--- src/sv/assert_macros.svh ---
// assert_macros.svh: concurrent assertion shorthands for the tangent frame rtl
// no dependencies; taken in by the modules that carry assertions
`ifndef ASSERT_MACROS_SVH
`define ASSERT_MACROS_SVH

// same-cycle implication, off during reset
`define TFN_ASSERT_IMP(lbl, clk_s, rstn_s, ante, cons) \
  lbl: assert property (@(posedge clk_s) disable iff (!rstn_s) (ante) |-> (cons)) \
    else $error("tfn assertion failed");

// next-cycle implication, off during reset
`define TFN_ASSERT_NXT(lbl, clk_s, rstn_s, ante, cons) \
  lbl: assert property (@(posedge clk_s) disable iff (!rstn_s) (ante) |=> (cons)) \
    else $error("tfn assertion failed");

`endif

--- src/sv/tfn_pkg.sv ---
// tfn_pkg: widths, item types, sideband struct and rounding helper
// for the tangent frame pipeline; no dependencies
`default_nettype none

package tfn_pkg;

  localparam int COMP_W   = 16;
  localparam int FRAC_W   = 14;
  localparam int REG_W    = 15;
  localparam int ADDR_W   = 3;
  localparam int DATA_W   = 32;
  localparam int PROD_W   = 2 * COMP_W;
  localparam int RND_W    = PROD_W - FRAC_W;
  localparam int DOT_W    = RND_W + 2;
  localparam int CROSS_W  = RND_W + 1;
  localparam int ABS_W    = CROSS_W - 2;
  localparam int SQ_W     = 2 * ABS_W + 2;
  localparam int MINSQ_W  = 2 * REG_W;
  localparam int ROOT_W   = SQ_W / 2;
  localparam int NUM_W    = ABS_W + FRAC_W + 1;
  localparam int QUO_W    = FRAC_W + 1;

  localparam logic signed [PROD_W:0] ROUND_HALF = (PROD_W + 1)'(1) << (FRAC_W - 1);

  // register map, selected by address bit 2
  localparam logic CFG_SWAP_IDX   = 1'b0;
  localparam logic CFG_MINMAG_IDX = 1'b1;

  localparam logic [REG_W-1:0] SWAP_RESET   = REG_W'(16056);
  localparam logic [REG_W-1:0] MINMAG_RESET = REG_W'(2);

  typedef logic signed [COMP_W-1:0] comp_t;
  typedef logic [2:0][COMP_W-1:0]   vec_t;
  typedef logic [2:0][CROSS_W-1:0]  crossv_t;

  typedef struct packed {
    comp_t ref_a_x;
    comp_t ref_a_y;
    comp_t ref_a_z;
    comp_t ref_b_x;
    comp_t ref_b_y;
    comp_t ref_b_z;
    comp_t normal_x;
    comp_t normal_y;
    comp_t normal_z;
  } tfn_in_t;

  typedef struct packed {
    comp_t tan1_x;
    comp_t tan1_y;
    comp_t tan1_z;
    comp_t tan2_x;
    comp_t tan2_y;
    comp_t tan2_z;
    logic  degenerate;
    logic  used_fallback;
  } tfn_out_t;

  // what travels beside the arithmetic through every stage
  typedef struct packed {
    vec_t nrm;
    vec_t tan1;
    logic fallback;
    logic deg;
  } side_t;

  // product rounded to component scale, half up then floor
  function automatic logic signed [RND_W-1:0] rnd_prod(input logic signed [PROD_W-1:0] p);
    logic signed [PROD_W:0] t;
    t = (PROD_W + 1)'(p) + ROUND_HALF;
    return t[PROD_W-1:FRAC_W];
  endfunction

endpackage

`default_nettype wire

--- src/sv/tfn_div.sv ---
// tfn_div: three-lane pipelined restoring divider giving rounded unit components
// depends on tfn_pkg and assert_macros.svh
`default_nettype none
`include "assert_macros.svh"

module tfn_div (
  input  logic                          clk,
  input  logic                          rst_n,
  input  logic                          in_valid,
  input  logic [tfn_pkg::ROOT_W-1:0]    in_mag,
  input  tfn_pkg::crossv_t              in_c,
  input  tfn_pkg::side_t                in_side,
  output logic                          out_valid,
  output tfn_pkg::vec_t                 out_t,
  output tfn_pkg::side_t                out_side
);
  import tfn_pkg::*;

  logic                   pre_vld_r;
  logic [2:0][NUM_W-1:0]  pre_num_r, num_nxt;
  logic [ROOT_W-1:0]      pre_mag_r;
  logic [2:0]             pre_neg_r;
  side_t                  pre_side_r;
  logic [2:0][ABS_W-1:0]  abs_c;

  // numerators with half the divisor added for rounding
  always_comb begin
    for (int i = 0; i < 3; i++) begin
      abs_c[i]   = in_c[i][CROSS_W-1] ? ABS_W'(-in_c[i]) : ABS_W'(in_c[i]);
      num_nxt[i] = (NUM_W'(abs_c[i]) << FRAC_W) + NUM_W'(in_mag >> 1);
    end
  end

  always_ff @(posedge clk) begin
    if (!rst_n) begin
      pre_vld_r <= 1'b0;
    end else begin
      pre_vld_r <= in_valid;
    end
  end

  always_ff @(posedge clk) begin
    pre_num_r  <= num_nxt;
    pre_mag_r  <= in_mag;
    pre_side_r <= in_side;
    for (int i = 0; i < 3; i++) begin
      pre_neg_r[i] <= in_c[i][CROSS_W-1];
    end
  end

  logic                   vld_r  [QUO_W];
  logic [2:0][NUM_W-1:0]  rem_r  [QUO_W];
  logic [2:0][QUO_W-1:0]  quo_r  [QUO_W];
  logic [ROOT_W-1:0]      mag_r  [QUO_W];
  logic [2:0]             neg_r  [QUO_W];
  side_t                  side_r [QUO_W];

  for (genvar j = 0; j < QUO_W; j++) begin : g_stage
    localparam int SHIFT = QUO_W - 1 - j;
    logic                  vld_in;
    logic [2:0][NUM_W-1:0] rem_in, rem_nxt;
    logic [2:0][QUO_W-1:0] quo_in, quo_nxt;
    logic [ROOT_W-1:0]     mag_in;
    logic [2:0]            neg_in;
    side_t                 side_in;
    logic [NUM_W:0]        dsh;

    if (j == 0) begin : g_first
      assign vld_in  = pre_vld_r;
      assign rem_in  = pre_num_r;
      assign quo_in  = '0;
      assign mag_in  = pre_mag_r;
      assign neg_in  = pre_neg_r;
      assign side_in = pre_side_r;
    end else begin : g_next
      assign vld_in  = vld_r[j-1];
      assign rem_in  = rem_r[j-1];
      assign quo_in  = quo_r[j-1];
      assign mag_in  = mag_r[j-1];
      assign neg_in  = neg_r[j-1];
      assign side_in = side_r[j-1];
    end

    // one quotient bit in each lane
    assign dsh = (NUM_W + 1)'(mag_in) << SHIFT;
    always_comb begin
      for (int i = 0; i < 3; i++) begin
        if ({1'b0, rem_in[i]} >= dsh) begin
          rem_nxt[i] = rem_in[i] - NUM_W'(dsh);
          quo_nxt[i] = {quo_in[i][QUO_W-2:0], 1'b1};
        end else begin
          rem_nxt[i] = rem_in[i];
          quo_nxt[i] = {quo_in[i][QUO_W-2:0], 1'b0};
        end
      end
    end

    always_ff @(posedge clk) begin
      if (!rst_n) begin
        vld_r[j] <= 1'b0;
      end else begin
        vld_r[j] <= vld_in;
      end
    end

    always_ff @(posedge clk) begin
      rem_r[j]  <= rem_nxt;
      quo_r[j]  <= quo_nxt;
      mag_r[j]  <= mag_in;
      neg_r[j]  <= neg_in;
      side_r[j] <= side_in;
    end
  end

  // apply the sign of the cross component
  logic [2:0][COMP_W-1:0] mag_q;
  always_comb begin
    for (int i = 0; i < 3; i++) begin
      mag_q[i] = COMP_W'(quo_r[QUO_W-1][i]);
      out_t[i] = neg_r[QUO_W-1][i] ? -mag_q[i] : mag_q[i];
    end
  end

  assign out_valid = vld_r[QUO_W-1];
  assign out_side  = side_r[QUO_W-1];

  `TFN_ASSERT_IMP(a_unit_bound, clk, rst_n, out_valid && !out_side.deg,
    (mag_q[0] <= (COMP_W'(1) << FRAC_W)) && (mag_q[1] <= (COMP_W'(1) << FRAC_W))
      && (mag_q[2] <= (COMP_W'(1) << FRAC_W)))

endmodule

`default_nettype wire
--- config.mk ---
export PLATFORM = sky130hd
export DESIGN_NAME = tfn_div
export DESIGN_NICKNAME = d
export VERILOG_FILES = /design/src/sv/tfn_pkg.sv /design/src/sv/tfn_div.sv
export VERILOG_INCLUDE_DIRS = /design/src /design/src/sv
export SDC_FILE = /design/constraint.sdc
export NUM_CORES = 2
export LEC_CHECK = 0
export BUFFER_PORTS_ARGS = -buffer_cell sky130_fd_sc_hd__buf_2
export CAP_MARGIN = 20
export CORE_ASPECT_RATIO = 1.5
export CORE_MARGIN = 4
export CORE_UTILIZATION = 56
export DETAILED_ROUTE_END_ITERATION = 10
export HOLD_SLACK_MARGIN = 0.08
export PLACE_DENSITY = 0.76
export SYNTH_ARGS = -nofsm -noshare
export SYNTH_HDL_FRONTEND = slang
export SYNTH_SLANG_ARGS = --single-unit
--- constraint.sdc ---
create_clock -name clk -period 3.3 [get_ports clk]
set_input_delay 0.495 -clock clk [delete_from_list [all_inputs] [get_ports clk]]
set_output_delay 0.495 -clock clk [all_outputs]
set_load 0.01 [all_outputs]
==> flow_summary.toml <==
[run_status]
status = "finished, violations left"
violations = "negative setup slack"

[yosys]
synth_flop_cell = "dfxtp_1"
synth.yosys.seq_area_share_pct = 55.01
yosys_warnings = 0
syn_area_per_cell_um2 = 10.41
syn-cell-area_um2 = 121700
synth_nets = 12716
ys_ff_latch = 3345
ys_types = 93
synthArstFlopShare_pct = 0
netlist_instances = 11698
synth_edf_count = 0

[layout]
area_growth_pct = 20.18
fin_area_um2 = 146300
final_core_util_pct = 67.64
fillers = 15619
layout_commonest_cell = "dfxtp_1"
drive_above_1_share_pct = 15.96
final_cell_mix = "dfxtp_1, nand2_1, buf_4"
stdcell_count = 16216
nets = 14120

[setup_path]
path_buf_inv = 1
max_stage_delay_ps = 470
end_kind = "output pin"
rr_worst_depth = 13
cp_common_cell = "nand2_2"
critical-path-slowest-cell = "or4_4"
worstPathMaxFanout = 3
path_class = "reg2out"
cp_top_family = "simple AND/OR/NAND/NOR gates"
start_kind = "register"
worstPathRequired_ps = 2800
crit_arrival_ps = 3130
cp.depth = 8
path_cells = "nor3_4 -> nand2_2 -> or3_4 -> or4_4 -> o21ai_4 -> nand2_2 -> xor2_2 -> buf_2"

[global_route]
grt_pass1_wl_mm = 562.6
grt_start_max_net_pins = 37
grt-ovfl-total = 0
track_usage_pct = 33.04
grt_pass1_vias = 96573
antenna_found_initial = 22

[routing]
first_iter_violations = 4793
ant_nets = 0
routed_wl_mm = 384.8
first_pass_iters = 9
routed_via_density = 5.620
vias = 91140
wl_per_cell_um = 23.73
drcViolationCount = 0

[sta]
skew_ps = 107.4
maxSlewHeadroom_pct = 41.38
finalWorstSetupSlack_ps = -323.2
hold_viol_final = 0
setup_viol = 8
finalCritPeriodShare_pct = 109.8
max_slew.worst_pin.slew_ps = 878.4
fmax_mhz = 276.0
finalCriticalPeriod_ps = 3623
holdWs_ps = 140.9
slew_violations = 0
rsz0062_at_grt = "yes"

[clocking]
numCtsBuffers = 297
cts.sinks = 3345
clock-root-buffer = "clkbuf_16"
ctsHtreeMaxLevel = 5
cts_max_path_buffers = 4
cts_tree = "yes"
clock_latency_ps = 900
path_clk_slew_ps = 70

[floorplanning]
rows = 209
design.die.area_um2 = 225000
start_util_pct = 56.28
die_height_um = 579
core_area_um2 = 216300
io_pins = 323
die_w_um = 388.7

[place]
gp_congestion = 1.026
placed_area_um2 = 132600
hpwlAfterDp_mm = 287.5
dp.cells = 15433
portBuffers = 319

[power_and_ir_drop]
ir_drop_mv = 0.7374
power.leakage_nw = 63.98
power_density_nw_per_um2 = 1022
p_total_mw = 149.5

[min_path]
hold_depth = 4
worstHoldPathType = "in2reg"

[run]
maxCapViolCount = 0
[per-layer routing]
metal	routed length [um]	global-route usage [%]	vias up
met3	14490	4.654	1682
met4	56590	39.52	8
li1	-	-	43467
met5	52	0	-
met2	208400	65.38	3073
met1	105300	24.19	42910
[report_power, final]
| part | internal, mW | switching (mW) |
|---|---|---|
| logic | 25.8 | 31.9 |
| clock network | 20.3 | 15.6 |
| registers | 49.6 | 6.44 |
[kinds of logic after synthesis]
| group | share of synthesized area (%) |
|---|---|
| compound gates | 13.85 |
| xor+xnor | 7.087 |
| fa+ha+maj | 8.933 |
| buf+inv | 2.372 |
| flops | 55.01 |
| mux | 1.329 |
| simple gates | 11.42 |
[final timing paths]
path / from / endpoint / slack [ps]
max: quo_r[14][16] / out_t[29] / -320
min: in_c[5] / g_stage[0].rem_in[19] / 140
max reg2reg: rem_r[1][352] / rem_r[1][445] / -40
min reg2reg: quo_r[8][4] / quo_r[9][5] / 260
[cells in the mapped netlist, types with 51 or more instances]
cell	n	area [um2]
dfxtp_1	3345	66960
nand2_1	919	3450
o21ai_0	823	4119
ha_1	797	9972
a21oi_1	727	3638
nor2_1	692	2597
inv_1	532	1997
xnor2_1	522	4572
xor2_1	463	4055
a21o_1	330	2477
nor3_1	235	1176
clkbuf_1	201	754.5
nand3_1	173	865.8
nand2b_1	133	832.1
mux2_2	125	1408
nor2b_1	119	744.5
nor4_1	114	713.2
nand4_1	107	669.4
o21a_1	104	780.8
or3_1	104	650.6
a31oi_1	84	525.5
o21bai_1	83	623.1
o31ai_1	82	615.6
a211oi_1	77	578.1
o211ai_1	72	540.5
and3_1	57	356.6
and2_1	51	319.1
[worst reg2reg max path: stages (launching register included)]
cell,delay [ps]
dfxtp_1,330
inv_1,90
ha_1,290
nor2b_1,130
o21ai_0,200
a21boi_0,190
o41ai_1,370
buf_4,180
a21oi_1,80
buf_4,150
a21oi_1,240
o211ai_1,310
nor4_1,420
xor2_1,250
[state kept, by name, indices dropped and copies added, names as in the netlist, 18 cells and up]
register         cells
quo_r              360
g_stage.mag_in      18
rem_r             1050
side_r            1470
g_stage.rem_in      54
neg_r               45
mag_r              231
g_stage.side_in     98
[metrics by stage]
step | worst slack, ps | TNS, ps
6_report | -323.2 | -1016
5_1_grt | -394.4 | -2635
4_1_cts | -307.6 | -913.0
3_5_place_dp | -588.0 | -12360
3_3_place_gp | -611.2 | -10320
2_1_floorplan | 18.47 | 0
[area by class of cell]
type	instances	area [um2]	area share (%)
Sequential cell	3345	66990	45.79
Multi-Input combinational cell	7593	53330	36.46
Timing Repair Buffer	1331	10200	6.971
Clock buffer	398	8413	5.751
Tap cell	2848	3563	2.436
Inverter	534	2031	1.388
Clock inverter	130	1667	1.139
Antenna cell	37	92.59	0.06329
[repair_timing]
action | in CTS | in global routing
setup buffers | 23 | 34
hold endpoints to repair | 172 | 0
gates resized for setup | 111 | 246
gates cloned | 0 | 1
pin swaps | 26 | 65
hold buffers | 160 | 0
endpoints found under the setup margin | 177 | 413
Note: power is estimated with default switching activity, not from simulation.
