===== config.mk =====
export PLATFORM = sky130hd
export DESIGN_NAME = tfn_isqrt
export DESIGN_NICKNAME = d
export VERILOG_FILES = /design/src/sv/tfn_pkg.sv /design/src/sv/tfn_isqrt.sv
export VERILOG_INCLUDE_DIRS = /design/src /design/src/sv
export SDC_FILE = /design/constraint.sdc
export NUM_CORES = 2
export LEC_CHECK = 0
export BUFFER_PORTS_ARGS = -buffer_cell sky130_fd_sc_hd__buf_2
export CORE_MARGIN = 2
export CORE_UTILIZATION = 58
export DETAILED_ROUTE_END_ITERATION = 10
export PLACE_DENSITY = 0.81
export SLEW_MARGIN = 0
export SYNTH_ARGS = -nofsm -noshare
export SYNTH_HDL_FRONTEND = slang
export SYNTH_MEMORY_MAX_BITS = 65536
export SYNTH_SLANG_ARGS = --single-unit

===== constraint.sdc =====
create_clock -name clk -period 3.7 [get_ports clk]
set_input_delay 0.74 -clock clk [delete_from_list [all_inputs] [get_ports clk]]
set_output_delay 0.74 -clock clk [all_outputs]
set_load 0.1 [all_outputs]

===== src/sv/assert_macros.svh =====
// assert_macros.svh: concurrent assertion shorthands for the tangent frame rtl
// no dependencies; taken in by the modules that carry assertions
`ifndef ASSERT_MACROS_SVH
`define ASSERT_MACROS_SVH

// same-cycle implication, off during reset
`define TFN_ASSERT_IMP(lbl, clk_s, rstn_s, ante, cons) \
  lbl: assert property (@(posedge clk_s) disable iff (!rstn_s) (ante) |-> (cons)) \
    else $error("tfn assertion failed");

// next-cycle implication, off during reset
`define TFN_ASSERT_NXT(lbl, clk_s, rstn_s, ante, cons) \
  lbl: assert property (@(posedge clk_s) disable iff (!rstn_s) (ante) |=> (cons)) \
    else $error("tfn assertion failed");

`endif


===== src/sv/tfn_pkg.sv =====
// tfn_pkg: widths, item types, sideband struct and rounding helper
// for the tangent frame pipeline; no dependencies
`default_nettype none

package tfn_pkg;

  localparam int COMP_W   = 16;
  localparam int FRAC_W   = 14;
  localparam int REG_W    = 15;
  localparam int ADDR_W   = 3;
  localparam int DATA_W   = 32;
  localparam int PROD_W   = 2 * COMP_W;
  localparam int RND_W    = PROD_W - FRAC_W;
  localparam int DOT_W    = RND_W + 2;
  localparam int CROSS_W  = RND_W + 1;
  localparam int ABS_W    = CROSS_W - 2;
  localparam int SQ_W     = 2 * ABS_W + 2;
  localparam int MINSQ_W  = 2 * REG_W;
  localparam int ROOT_W   = SQ_W / 2;
  localparam int NUM_W    = ABS_W + FRAC_W + 1;
  localparam int QUO_W    = FRAC_W + 1;

  localparam logic signed [PROD_W:0] ROUND_HALF = (PROD_W + 1)'(1) << (FRAC_W - 1);

  // register map, selected by address bit 2
  localparam logic CFG_SWAP_IDX   = 1'b0;
  localparam logic CFG_MINMAG_IDX = 1'b1;

  localparam logic [REG_W-1:0] SWAP_RESET   = REG_W'(16056);
  localparam logic [REG_W-1:0] MINMAG_RESET = REG_W'(2);

  typedef logic signed [COMP_W-1:0] comp_t;
  typedef logic [2:0][COMP_W-1:0]   vec_t;
  typedef logic [2:0][CROSS_W-1:0]  crossv_t;

  typedef struct packed {
    comp_t ref_a_x;
    comp_t ref_a_y;
    comp_t ref_a_z;
    comp_t ref_b_x;
    comp_t ref_b_y;
    comp_t ref_b_z;
    comp_t normal_x;
    comp_t normal_y;
    comp_t normal_z;
  } tfn_in_t;

  typedef struct packed {
    comp_t tan1_x;
    comp_t tan1_y;
    comp_t tan1_z;
    comp_t tan2_x;
    comp_t tan2_y;
    comp_t tan2_z;
    logic  degenerate;
    logic  used_fallback;
  } tfn_out_t;

  // what travels beside the arithmetic through every stage
  typedef struct packed {
    vec_t nrm;
    vec_t tan1;
    logic fallback;
    logic deg;
  } side_t;

  // product rounded to component scale, half up then floor
  function automatic logic signed [RND_W-1:0] rnd_prod(input logic signed [PROD_W-1:0] p);
    logic signed [PROD_W:0] t;
    t = (PROD_W + 1)'(p) + ROUND_HALF;
    return t[PROD_W-1:FRAC_W];
  endfunction

endpackage

`default_nettype wire


===== src/sv/tfn_isqrt.sv =====
// tfn_isqrt: pipelined integer square root, one result bit per stage
// depends on tfn_pkg and assert_macros.svh
`default_nettype none
`include "assert_macros.svh"

module tfn_isqrt (
  input  logic                          clk,
  input  logic                          rst_n,
  input  logic                          in_valid,
  input  logic [tfn_pkg::SQ_W-1:0]      in_sq,
  input  tfn_pkg::crossv_t              in_c,
  input  tfn_pkg::side_t                in_side,
  output logic                          out_valid,
  output logic [tfn_pkg::ROOT_W-1:0]    out_mag,
  output logic [tfn_pkg::SQ_W-1:0]      out_sq,
  output tfn_pkg::crossv_t              out_c,
  output tfn_pkg::side_t                out_side
);
  import tfn_pkg::*;

  logic            vld_r  [ROOT_W];
  logic [SQ_W-1:0] rem_r  [ROOT_W];
  logic [SQ_W-1:0] root_r [ROOT_W];
  logic [SQ_W-1:0] sq_r   [ROOT_W];
  crossv_t         c_r    [ROOT_W];
  side_t           side_r [ROOT_W];

  for (genvar k = 0; k < ROOT_W; k++) begin : g_stage
    localparam logic [SQ_W-1:0] TRIAL_BIT = SQ_W'(1) << (2 * (ROOT_W - 1 - k));
    logic            vld_in;
    logic [SQ_W-1:0] rem_in, root_in, sq_in, rem_nxt, root_nxt;
    logic [SQ_W:0]   trial;
    crossv_t         c_in;
    side_t           side_in;

    if (k == 0) begin : g_first
      assign vld_in  = in_valid;
      assign rem_in  = in_sq;
      assign root_in = '0;
      assign sq_in   = in_sq;
      assign c_in    = in_c;
      assign side_in = in_side;
    end else begin : g_next
      assign vld_in  = vld_r[k-1];
      assign rem_in  = rem_r[k-1];
      assign root_in = root_r[k-1];
      assign sq_in   = sq_r[k-1];
      assign c_in    = c_r[k-1];
      assign side_in = side_r[k-1];
    end

    // one digit of the root
    assign trial = {1'b0, root_in} + {1'b0, TRIAL_BIT};
    always_comb begin
      if ({1'b0, rem_in} >= trial) begin
        rem_nxt  = rem_in - trial[SQ_W-1:0];
        root_nxt = (root_in >> 1) + TRIAL_BIT;
      end else begin
        rem_nxt  = rem_in;
        root_nxt = root_in >> 1;
      end
    end

    always_ff @(posedge clk) begin
      if (!rst_n) begin
        vld_r[k] <= 1'b0;
      end else begin
        vld_r[k] <= vld_in;
      end
    end

    always_ff @(posedge clk) begin
      rem_r[k]  <= rem_nxt;
      root_r[k] <= root_nxt;
      sq_r[k]   <= sq_in;
      c_r[k]    <= c_in;
      side_r[k] <= side_in;
    end
  end

  assign out_valid = vld_r[ROOT_W-1];
  assign out_mag   = root_r[ROOT_W-1][ROOT_W-1:0];
  assign out_sq    = sq_r[ROOT_W-1];
  assign out_c     = c_r[ROOT_W-1];
  assign out_side  = side_r[ROOT_W-1];

  // root bounds check
  logic [SQ_W+1:0] lo_sq, hi_sq;
  assign lo_sq = (SQ_W + 2)'(out_mag) * (SQ_W + 2)'(out_mag);
  assign hi_sq = ((SQ_W + 2)'(out_mag) + 1'b1) * ((SQ_W + 2)'(out_mag) + 1'b1);

  `TFN_ASSERT_IMP(a_root_bound, clk, rst_n, out_valid,
    (lo_sq <= (SQ_W + 2)'(out_sq)) && (hi_sq > (SQ_W + 2)'(out_sq)))

endmodule

`default_nettype wire


==> impl_metrics.tcl <==
set metrics [dict create \
    ys_types 67 \
    clk_pin_slew_worst_paths_ns 0.06 \
    utilization_pct 70.0 \
    yosys_warnings 0 \
    r2r_start "rem_r[11][24]$_DFF_P_" \
    clkPwrFrac_pct 39.3 \
    antenna_found_initial 8 \
    io_buffers 403 \
    final_nets 7330 \
    pin_count 404 \
    syn_inst 6025 \
    grt_overflow 0 \
    dieArea_um2 162000 \
    grt_pass1_vias 47359 \
    crit_path_max_fanout 8 \
    cp-startpoint "rem_r[11][24]$_DFF_P_" \
    cts_tree "done" \
    first_pass_iters 5 \
    synth_most_common_cell "dfxtp_1" \
    p_seq_share_pct 51.1 \
    period_needed_ns 3.23 \
    netlist.area_leader.share_pct 85.4 \
    vias_per_cell 4.73 \
    ys_seq_area_share_pct 85.4 \
    grt_pass1_wl_mm 266 \
    synth_area_um2 92200 \
    drc 0 \
    synth_top_flop_cell "dfxtp_1" \
    core_area_um2 158000 \
    setup_tns_ns 0 \
    p_sw_share_pct 24.5 \
    layout-drive-gt1-share_pct 14.5 \
    min_path_type "input port to flip-flop" \
    setup-violations-final 0 \
    switchingPower_mw 23.2 \
    dp_hpwl_mm 91.5 \
    powerDensity_nw_per_um2 858 \
    start_kind "flip-flop" \
    final_antenna_net_count 0 \
    power_frac_comb_pct 9.6 \
    cts_buffers 355 \
    vias 43885 \
    die_w_um 403 \
    fin_skew_ns 0.0731 \
    gp_congestion 0.876 \
    power.internal_mw 71.7 \
    drt-total-wl_mm 174 \
    area_growth_syn_to_layout_pct 20.0 \
    finalHoldViolations 0 \
    synth_largest_area_cell "dfxtp_1" \
    grt_max_degree 34 \
    start_util_pct 58.3 \
    grt_usage_pct 21.4 \
    reg2reg_slack_ns 0.47 \
    cts_root_buf "clkbuf_16" \
    p_leak_nw 48.3 \
    clock_sinks 3933 \
    endpoint "rem_r[12][34]$_DFF_P_" \
    hold_path.startpoint "rst_n" \
    path_cells "or3_1 -> nor4_2 -> nand4_1 -> o21ai_0 -> nor4bb_4 -> a2111oi_2 -> buf_4 -> nand3_1 -> xnor2_1" \
    max_freq_ghz 0.310 \
    htreeDepth 5 \
    r2r_end "rem_r[12][34]$_DFF_P_" \
    ff2ff_path_depth 9 \
    die_h_um 403 \
    max-slew-margin-rel_pct 24.1 \
    slew_viol_final 0 \
    max_stage_delay_ns 0.58 \
    status "complete, no violations" \
    worst_pin_slew_ns 1.12 \
    maxCapViolations 0 \
    syn_area_per_cell_um2 15.3 \
    crit_slowest_cell "nor4_2" \
    ys_ff_latch 3933 \
    setup.worst_path.end_class "flip-flop" \
    num_rows 146 \
    peakVddDrop_mv 0.685 \
    synthArstFlopShare_pct 0 \
    drt-initial-drc-count 2372 \
    synthTopCellsByCount "3933 x dfxtp_1, 229 x inv_1, 188 x nand2_1" \
    criticalPathCategory "flip-flop to flip-flop" \
    critPathArrivalTime_ns 4.01 \
    wl_per_cell_um 18.7 \
    clock_path_buffers 4 \
    clock_latency_ns 0.96 \
    synth_nets 6404 \
    rsz0062_at_grt "false" \
    period_share_pct 87.2 \
    synth_edf_count 0 \
    yosys-top-cells-area "dfxtp_1 85%, ha_1 2.5%, xnor2_1 1.2%" \
    p_total_mw 94.9 \
    required_ns 4.49 \
    fill_cells 9526 \
]
## flip-flops by register name, indices dropped and copies added (netlist names)
signal,count
c_r,1026
rem_r,306
root_r,171
side_r,1764
sq_r,648
vld_r,18
## critical path: cells and delay by family, from the launching register on
kind | cells | cell delay (ns)
flops | 1 | 0.37
buf+inv | 1 | 0.20
compound gates | 2 | 0.81
xor+xnor | 1 | 0.17
simple gates | 5 | 1.56
## cell families (layout without fill, tap and decap cells)
group | Yosys count | in the layout | synth area share (%)
flops | 3933 | 3933 | 85.4
simple gates | 830 | 830 | 4.71
compound gates | 532 | 532 | 3.59
buf+inv | 276 | 1465 | 1.13
xor+xnor | 243 | 243 | 2.31
fa+ha+maj | 185 | 185 | 2.51
mux | 26 | 26 | 0.310
other cells | 0 | 1 | 0
## timing repair
action,in CTS,in global routing
endpoints found under the hold margin,193,0
setup buffers,0,0
hold buffers,192,0
gates resized for setup,0,0
## worst min-delay path by stage
stage	to	slack, ns	cells past startpoint
2_1_floorplan	c_r[10][0]$_DFF_P_	0.31	0
3_3_place_gp	side_r[12][33]$_DFF_P_	0.31	0
3_5_place_dp	c_r[11][37]$_DFF_P_	0.31	0
4_1_cts	vld_r[0]$_DFF_P_	0.13	2
5_1_grt	vld_r[3]$_DFF_P_	0.16	2
6_report	vld_r[12]$_DFF_P_	0.22	2
## placed cells by master, fill, tap and decap left out, types with 21 or more instances in the layout
cell type | Yosys | layout
o31ai_1 | 21 | 21
nor2_1 | 161 | 161
o21a_1 | 41 | 41
a21o_1 | 51 | 51
nand4_1 | 39 | 39
a21oi_1 | 149 | 149
inv_1 | 229 | 229
nand2_1 | 188 | 188
xor2_1 | 121 | 121
clkinv_2 | 0 | 60
xnor2_1 | 122 | 122
o21ai_0 | 154 | 154
nor4_1 | 81 | 81
clkbuf_8 | 0 | 71
dfxtp_1 | 3933 | 3933
and2_1 | 22 | 22
nand3_1 | 43 | 43
or4_1 | 22 | 22
clkbuf_16 | 0 | 357
clkinvlp_4 | 0 | 24
buf_2 | 4 | 403
nor3_1 | 86 | 86
dlygate4sd3_1 | 0 | 192
nand2b_1 | 42 | 42
ha_1 | 185 | 185
or3_1 | 30 | 30
bufinv_16 | 0 | 37
clkbuf_1 | 40 | 54
nor2b_1 | 28 | 28
## area by class of cell
| cell class | count | area, µm² | area share [%] |
|---|---|---|---|
| diodes | 1 | 2.50 | 0.00226 |
| clock buffers | 482 | 10100 | 9.15 |
| clock inverters | 138 | 1770 | 1.60 |
| inverters | 230 | 863 | 0.781 |
| multi-input cells | 1816 | 12400 | 11.2 |
| flip-flops and latches | 3933 | 78700 | 71.2 |
| well taps | 2072 | 2590 | 2.34 |
| repair buffers | 615 | 4100 | 3.71 |
## metal layers
| metal | vias to the layer above | GRT usage [%] | wire [µm] |
|---|---|---|---|
| met5 | - | 0 | 27 |
| met4 | 4 | 9.72 | 6830 |
| met3 | 427 | 4.01 | 6840 |
| met2 | 1117 | 41.4 | 95600 |
| met1 | 20797 | 22.1 | 64800 |
| li1 | 21540 | - | - |
## stage by stage
| stage | instance area, µm² | setup WS (ns) | std cells | hold WS (ns) |
|---|---|---|---|---|
| 2_1_floorplan | 92200 | 0.894 | 6025 | 0.310 |
| 4_1_cts | 111000 | 0.424 | 9286 | 0.132 |
| 3_5_place_dp | 96800 | 0.430 | 8474 | 0.312 |
| 5_1_grt | 111000 | 0.220 | 9287 | 0.164 |
| 6_report | 111000 | 0.473 | 9287 | 0.218 |
| 3_3_place_gp | 96800 | 0.458 | 8474 | 0.310 |
## power groups by stage
stage	Combinational, mW	Sequential, mW	Clock [mW]
after floorplan	5.98	49.3	0
after global placement	8.53	49.1	0
after detailed placement	8.73	49.3	0
after CTS	9.01	48.5	37.8
after global routing	10.0	48.8	39.6
final	9.08	48.5	37.3
(Power assumes the default switching activity.)
